--- src/rtl/core/ssof_pkg.sv ---
`default_nettype none
// ----------------------------------------------------------------------------
// ssof_pkg
// Shared types and constants of the sensor spike and outlier filter.
// ----------------------------------------------------------------------------
package ssof_pkg;

  localparam int SAMPLE_WIDTH     = 16;
  localparam int JUMP_WIDTH       = 8;
  localparam int ALARM_WIDTH      = 16;
  localparam int CFG_INDEX_WIDTH  = 8;
  localparam int CFG_DATA_WIDTH   = 16;

  localparam logic [CFG_INDEX_WIDTH-1:0] REG_JUMP_LIMIT  = 8'd0;
  localparam logic [CFG_INDEX_WIDTH-1:0] REG_ALARM_LIMIT = 8'd1;

  localparam logic [JUMP_WIDTH-1:0]         JUMP_LIMIT_RESET  = 8'd10;
  localparam logic signed [ALARM_WIDTH-1:0] ALARM_LIMIT_RESET = 16'sd500;

  localparam logic [1:0] DIR_NONE  = 2'd0;
  localparam logic [1:0] DIR_RISE  = 2'd1;
  localparam logic [1:0] DIR_FALL  = 2'd2;
  localparam logic [1:0] ALARM_SAT = 2'd3;

  typedef struct packed {
    logic [JUMP_WIDTH-1:0]         jump_limit;
    logic signed [ALARM_WIDTH-1:0] alarm_limit;
  } cfg_t;

endpackage
`default_nettype wire

--- src/rtl/core/ssof_cfg.sv ---
`default_nettype none
// ----------------------------------------------------------------------------
// ssof_cfg
// Configuration register file: jump limit and alarm limit.
// ----------------------------------------------------------------------------
module ssof_cfg (
  input  wire logic                                 clk,
  input  wire logic                                 rst,
  input  wire logic                                 cfg_valid,
  output logic                                      cfg_ready,
  input  wire logic [ssof_pkg::CFG_INDEX_WIDTH-1:0] cfg_index,
  input  wire logic [ssof_pkg::CFG_DATA_WIDTH-1:0]  cfg_data,
  output ssof_pkg::cfg_t                            cfg
);

  ssof_pkg::cfg_t regs;

  assign cfg_ready = 1'b1;
  assign cfg       = regs;

  always_ff @(posedge clk) begin
    if (rst) begin
      regs.jump_limit  <= ssof_pkg::JUMP_LIMIT_RESET;
      regs.alarm_limit <= ssof_pkg::ALARM_LIMIT_RESET;
    end else if (cfg_valid && cfg_ready) begin
      unique case (cfg_index)
        ssof_pkg::REG_JUMP_LIMIT: begin
          regs.jump_limit <= cfg_data[ssof_pkg::JUMP_WIDTH-1:0];
        end
        ssof_pkg::REG_ALARM_LIMIT: begin
          regs.alarm_limit <= $signed(cfg_data[ssof_pkg::ALARM_WIDTH-1:0]);
        end
        default: begin
        end
      endcase
    end
  end

endmodule
`default_nettype wire

--- src/rtl/core/ssof_step.sv ---
`default_nettype none
// ----------------------------------------------------------------------------
// ssof_step
// Filter state and the per-sample spike, alarm and zero-hold decision.
// ----------------------------------------------------------------------------
module ssof_step #(
  parameter int SAMPLE_WIDTH = ssof_pkg::SAMPLE_WIDTH
) (
  input  wire logic                           clk,
  input  wire logic                           rst,
  input  wire logic                           advance,
  input  wire logic signed [SAMPLE_WIDTH-1:0] raw,
  input  wire ssof_pkg::cfg_t                 cfg,
  output logic signed [SAMPLE_WIDTH-1:0]      result
);

  localparam int DW = SAMPLE_WIDTH + 2;
  localparam int AW = ((SAMPLE_WIDTH > ssof_pkg::ALARM_WIDTH) ?
                       SAMPLE_WIDTH : ssof_pkg::ALARM_WIDTH) + 2;

  logic                           primed;
  logic signed [SAMPLE_WIDTH-1:0] previous_raw;
  logic [1:0]                     jump_direction;
  logic [1:0]                     alarm_count;
  logic signed [SAMPLE_WIDTH-1:0] normal_value;
  logic signed [SAMPLE_WIDTH-1:0] last_output;

  logic [1:0]                     jump_direction_next;
  logic [1:0]                     alarm_count_next;
  logic signed [SAMPLE_WIDTH-1:0] normal_value_next;

  logic signed [DW-1:0]           diff;
  logic signed [DW-1:0]           neg_diff;
  logic signed [DW-1:0]           lim;
  logic signed [SAMPLE_WIDTH-1:0] jump_val;
  logic signed [AW-1:0]           val_x;
  logic signed [AW-1:0]           alim;
  logic signed [AW-1:0]           neg_alim;
  logic                           alarm;
  logic [1:0]                     count_inc;
  logic signed [SAMPLE_WIDTH-1:0] val;

  always_comb begin
    diff     = DW'(raw) - DW'(previous_raw);
    neg_diff = -diff;
    lim      = DW'($signed({1'b0, cfg.jump_limit}));

    jump_val            = raw;
    jump_direction_next = ssof_pkg::DIR_NONE;
    if (diff >= lim) begin
      if (jump_direction != ssof_pkg::DIR_FALL) begin
        jump_val = previous_raw;
      end
      jump_direction_next = ssof_pkg::DIR_RISE;
    end else if (neg_diff >= lim) begin
      if (jump_direction != ssof_pkg::DIR_RISE) begin
        jump_val = previous_raw;
      end
      jump_direction_next = ssof_pkg::DIR_FALL;
    end

    val_x    = AW'(jump_val);
    alim     = AW'(cfg.alarm_limit);
    neg_alim = -alim;
    alarm    = (!alim[AW-1] && (alim != '0) && (val_x > alim)) ||
               (alim[AW-1] && (val_x < neg_alim));

    count_inc = (alarm_count == ssof_pkg::ALARM_SAT) ? ssof_pkg::ALARM_SAT :
                alarm_count + 2'd1;

    if (!primed) begin
      val                 = raw;
      jump_direction_next = jump_direction;
      alarm_count_next    = alarm_count;
      normal_value_next   = normal_value;
    end else if (alarm) begin
      alarm_count_next  = count_inc;
      normal_value_next = normal_value;
      val = (count_inc != ssof_pkg::ALARM_SAT) ? normal_value : jump_val;
    end else begin
      alarm_count_next  = 2'd0;
      normal_value_next = jump_val;
      val               = jump_val;
    end

    result = (val == '0) ? last_output : val;
  end

  always_ff @(posedge clk) begin
    if (rst) begin
      primed         <= 1'b0;
      previous_raw   <= '0;
      jump_direction <= ssof_pkg::DIR_NONE;
      alarm_count    <= 2'd0;
      normal_value   <= '0;
      last_output    <= '0;
    end else if (advance) begin
      primed         <= 1'b1;
      previous_raw   <= raw;
      jump_direction <= jump_direction_next;
      alarm_count    <= alarm_count_next;
      normal_value   <= normal_value_next;
      last_output    <= result;
    end
  end

`ifndef SYNTHESIS
  a_primed_after_request: assert property (@(posedge clk) disable iff (rst)
    advance |=> primed)
    else $error("filter not primed after a request");

  a_zero_only_from_zero_hold: assert property (@(posedge clk) disable iff (rst)
    advance && (result == '0) |-> (last_output == '0))
    else $error("zero result while last output is nonzero");
`endif

endmodule
`default_nettype wire

--- src/rtl/core/sensor_spike_outlier_filter_unit.sv ---
`default_nettype none
// ----------------------------------------------------------------------------
// sensor_spike_outlier_filter_unit
// Spike rejection, alarm hold and zero hold on a signed sensor sample stream.
//
//   channel    signals                                   direction
//   sample     sample_valid, sample_ready, sample        in
//   filtered   filtered_valid, filtered_ready, filtered  out
//   cfg        cfg_valid, cfg_ready, cfg_index, cfg_data in
//
// One request per cycle sustained while the output is not stalled. A request
// is held in the input register, and the filter state loop updates as it
// leaves the input register for the output register.
// Synchronous reset clears the filter state and loads the default limits.
// A stalled output holds the input register; a new request is still taken in
// the same cycle the output is taken.
// ----------------------------------------------------------------------------
module sensor_spike_outlier_filter_unit #(
  parameter int SAMPLE_WIDTH = ssof_pkg::SAMPLE_WIDTH
) (
  input  wire logic                                 clk,
  input  wire logic                                 rst,
  input  wire logic                                 sample_valid,
  output logic                                      sample_ready,
  input  wire logic signed [SAMPLE_WIDTH-1:0]       sample,
  output logic                                      filtered_valid,
  input  wire logic                                 filtered_ready,
  output logic signed [SAMPLE_WIDTH-1:0]            filtered,
  input  wire logic                                 cfg_valid,
  output logic                                      cfg_ready,
  input  wire logic [ssof_pkg::CFG_INDEX_WIDTH-1:0] cfg_index,
  input  wire logic [ssof_pkg::CFG_DATA_WIDTH-1:0]  cfg_data
);

  ssof_pkg::cfg_t                 cfg;
  logic                           stage_valid;
  logic signed [SAMPLE_WIDTH-1:0] stage_sample;
  logic                           advance;
  logic signed [SAMPLE_WIDTH-1:0] result;

  ssof_cfg u_cfg (
    .clk       (clk),
    .rst       (rst),
    .cfg_valid (cfg_valid),
    .cfg_ready (cfg_ready),
    .cfg_index (cfg_index),
    .cfg_data  (cfg_data),
    .cfg       (cfg)
  );

  ssof_step #(
    .SAMPLE_WIDTH (SAMPLE_WIDTH)
  ) u_step (
    .clk     (clk),
    .rst     (rst),
    .advance (advance),
    .raw     (stage_sample),
    .cfg     (cfg),
    .result  (result)
  );

  assign advance      = stage_valid && (!filtered_valid || filtered_ready);
  assign sample_ready = !stage_valid || advance;

  always_ff @(posedge clk) begin
    if (rst) begin
      stage_valid <= 1'b0;
    end else if (sample_ready) begin
      stage_valid <= sample_valid;
    end
  end

  always_ff @(posedge clk) begin
    if (sample_valid && sample_ready) begin
      stage_sample <= sample;
    end
  end

  always_ff @(posedge clk) begin
    if (rst) begin
      filtered_valid <= 1'b0;
    end else if (advance) begin
      filtered_valid <= 1'b1;
    end else if (filtered_ready) begin
      filtered_valid <= 1'b0;
    end
  end

  always_ff @(posedge clk) begin
    if (advance) begin
      filtered <= result;
    end
  end

`ifndef SYNTHESIS
  a_no_advance_on_stall: assert property (@(posedge clk) disable iff (rst)
    filtered_valid && !filtered_ready |-> !advance)
    else $error("request advanced into a stalled output");

  a_no_overwrite: assert property (@(posedge clk) disable iff (rst)
    sample_valid && sample_ready |-> !stage_valid || advance)
    else $error("input register overwritten");

  a_advance_shows_result: assert property (@(posedge clk) disable iff (rst)
    advance |=> filtered_valid)
    else $error("advanced request not shown on output");
`endif

endmodule
`default_nettype wire

--- config.mk ---
export PLATFORM = sky130hd
export DESIGN_NAME = sensor_spike_outlier_filter_unit
export DESIGN_NICKNAME = d
export VERILOG_FILES = /design/src/rtl/core/ssof_pkg.sv /design/src/rtl/core/ssof_cfg.sv /design/src/rtl/core/ssof_step.sv /design/src/rtl/core/sensor_spike_outlier_filter_unit.sv
export SDC_FILE = /design/constraint.sdc
export NUM_CORES = 1
export LEC_CHECK = 0
export BUFFER_PORTS_ARGS = -buffer_cell sky130_fd_sc_hd__buf_2
export CAP_MARGIN = 15
export CORE_UTILIZATION = 55
export CTS_CLUSTER_DIAMETER = 150
export DETAILED_ROUTE_END_ITERATION = 7
export PLACE_DENSITY = 0.74
export SLEW_MARGIN = 5
export SYNTH_ARGS = -nofsm -noshare
export SYNTH_HDL_FRONTEND = slang
export SYNTH_SLANG_ARGS = --single-unit
--- constraint.sdc ---
create_clock -name clk -period 9.5 [get_ports clk]
set_input_delay 1.425 -clock clk [delete_from_list [all_inputs] [get_ports clk]]
set_output_delay 1.425 -clock clk [all_outputs]
set_load 0.01 [all_outputs]
==> metrics.yaml <==
outcome: "completed"
row_count: 43
slowest_stage: "a2111oi_0"
reg2reg_from: "u_step.previous_raw[5]"
fin_ws_ps: 725.8
clock_skew_ps: 12.23
syn_to_final_growth_pct: 8.961
cts_tree: "done"
fin_crit_sh_pct: 92.36
power_density_nw_per_um2: 142.6
first_pass_iters: 5
synth_nets: 1061
end_kind: "flip-flop"
grt_pass1_wl_mm: 33.11
grt_use_total_pct: 28.26
start_util_pct: 57.25
intPower_mw: 0.8389
r2r_setup_slack_ps: 730
hold_viol: 0
p_leak_nw: 3.678
hp-class: "reg2reg"
yosysTopAreaCellShare_pct: 19.60
num_antenna_cells: 0
comb_power_share_pct: 29.4
nFillCells: 1270
setup_violations: 0
hold_slack_ps: 456.5
io_pins: 64
holdPathStages: 2
cts.clk_slew.worst_paths_ps: 70
synth_top_area_cell: "dfxtp_1"
wl_mm: 20.51
critPathLaunch: "u_step.previous_raw[5]"
die_w_um: 123.1
pre_cts_ws_ps: 595.4
ys.flop_type: "dfxtp_1"
grt_max_degree: 79
detail-route-antenna-nets: 0
p_clk_share_pct: 28.9
netlist_instances: 951
tightest_slew_ps: 1145
vias_per_cell: 6.069
r2r-end: "filtered[11]"
netSwitchingPower_mw: 0.4151
fmax_ghz: 0.1140
hpwl_mm: 15.41
place_congestion: 1.004
wl_per_cell_um: 17.38
seq_area_um2: 2542
overflow: 0
die-area_um2: 15160
ys_seq_area_share_pct: 31.50
coreArea_um2: 14100
final_layout_size_suffix_gt1_share_pct: 14.10
instances_no_fill: 1180
route.detailed.drc: 0
cp_common_cell: "a21oi_1"
cp_max_fo: 28
synth_commonest_cells: "nor2_1, inv_1, dfxtp_1, nand2_1, a21oi_1"
total_power_mw: 1.254
cts_made_buffers: 9
dp_cells: 1164
synth.most_common_cell: "nor2_1"
setup_tns_ps: 0
antenna_found_initial: 0
clock_sinks: 111
synthArstFlopShare_pct: 0
rsz0062_at_grt: "false"
grt_pass1_vias: 6524
cp-start-kind: "flip-flop"
critPathRequiredTime_ps: 9670
cap_violations: 0
critPathMaxStageDelay_ps: 720
fp.dieH_um: 123.1
synth-edff-count: 32
power.share.switching_pct: 33.10
r2r_cells: 32
insertion_delay_ps: 360
crit_buf_inv: 4
clockBufferDepth: 2
vias: 7162
cts-root-buf: "clkbuf_16"
finalCriticalPeriod_ps: 8774
slew_viol_final: 0
ys_warn_count: 0
crit_arrival_ps: 8950
synthTopCellsByArea: "dfxtp_1, edfxtp_1, ha_1"
avgSynthCellArea_um2: 8.486
multi_input_area_um2: 5001
cpLargestDelayFamily: "compound AO/OA/AOI/OAI gates"
pwr-share-seq_pct: 41.6
synth_area_um2: 8070
cts_max_level: 3
ys_ff_latch: 111
numPortBuffers: 62
peakVddDrop_mv: 0.1102
first_iter_violations: 553
hp-start: "u_step.previous_raw[3]"
synth_cell_type_count: 88
cts_hold_buffers: 0
worst_hold_path.endpoint: "u_step.previous_raw[3]"
fin_nets: 1105
maxSlewHeadroom_pct: 23.45
crit_type: "reg2reg"
## how the worst max path moves through the flow
| stage | cells after the start | endpoint | slack (ps) |
|---|---|---|---|
| detailed placement | 33 | u_step.last_output[4] | 600 |
| CTS | 33 | u_step.last_output[4] | 570 |
| finish | 32 | filtered[11] | 730 |
| global route | 32 | u_step.last_output[0] | 30 |
| global placement | 34 | filtered[11] | 770 |
| floorplan | 41 | filtered[14] | 1120 |
## sequential cells by signal (all words and copies together) (netlist names)
name and flops:
filtered 16, filtered_valid 1, stage_sample 16, stage_valid 1
u_cfg.cfg 24, u_step.alarm_count 2, u_step.jump_direction 2, u_step.last_output 16
u_step.normal_value 16, u_step.previous_raw 16, u_step.primed 1
## power groups by stage
stage	sequential, mW	combinational (mW)	clock, mW
after floorplan	0.530	0.264	0
after global placement	0.532	0.355	0
after detailed placement	0.532	0.359	0
after CTS	0.522	0.362	0.368
after global routing	0.524	0.406	0.387
final	0.522	0.369	0.363
## through the flow
stage / cell area, um^2 / utilization, %
after floorplan: 8070 / -
after global placement: 8513 / 60.39
after detailed placement: 8513 / 60.39
after CTS: 8788 / 62.35
after global routing: 8793 / 62.38
final: 8793 / 62.38
## what timing repair did
item,in CTS,in global routing
setup buffers,0,0
hold endpoints to repair,0,0
resized for setup,0,1
endpoints found under the setup margin,0,32
## placed cells by master (no fill, tap or decap), drive strengths merged, types with 13 or more instances in the layout
master    n
nor2    102
inv      89
nand2    79
dfxtp    79
buf      76
a21oi    65
ha       64
mux2i    35
nor3     32
edfxtp   32
o21ai    30
nand3    20
xnor2    19
a21o     17
a31oi    16
nor2b    15
o31ai    15
o41ai    15
nand4    13
## metal layers
layer	wire (um)	part of all wire (%)	global-route usage (%)
met5	0	0	0
met4	284	1.4	6.852
met3	1170	5.7	5.397
met2	9253	45	44.34
met1	9800	48	39.79
## logic make-up after synthesis
| family | share of synthesized area (%) |
|---|---|
| and+or+nand+nor | 19.50 |
| AOI/OAI and AO/OA | 24.85 |
| buffers and inverters | 6.589 |
| DFF | 31.50 |
| adders and majority gates | 10.17 |
| muxes | 4.620 |
| xor gates and xnor gates | 2.713 |
| other | 0.04647 |
## worst register-to-register path: cells and delay by family, from the launching register on
| kind | cells | cell delay, ps |
|---|---|---|
| muxes | 1 | 160 |
| AOI/OAI and AO/OA | 18 | 4840 |
| adders and majority gates | 2 | 820 |
| and+or+nand+nor | 7 | 1510 |
| buffers and inverters | 4 | 760 |
| DFF | 1 | 500 |
## cell type report
type                    instances  share of cell area, %
clock buffers                  12                  2.803
clock inverters                 4                 0.3273
inverters                      89                  3.799
multi-input cells             708                  56.87
flip-flops and latches        111                  28.91
well taps                     180                  2.561
repair buffers                 76                  4.724
(Power assumes the default switching activity.)
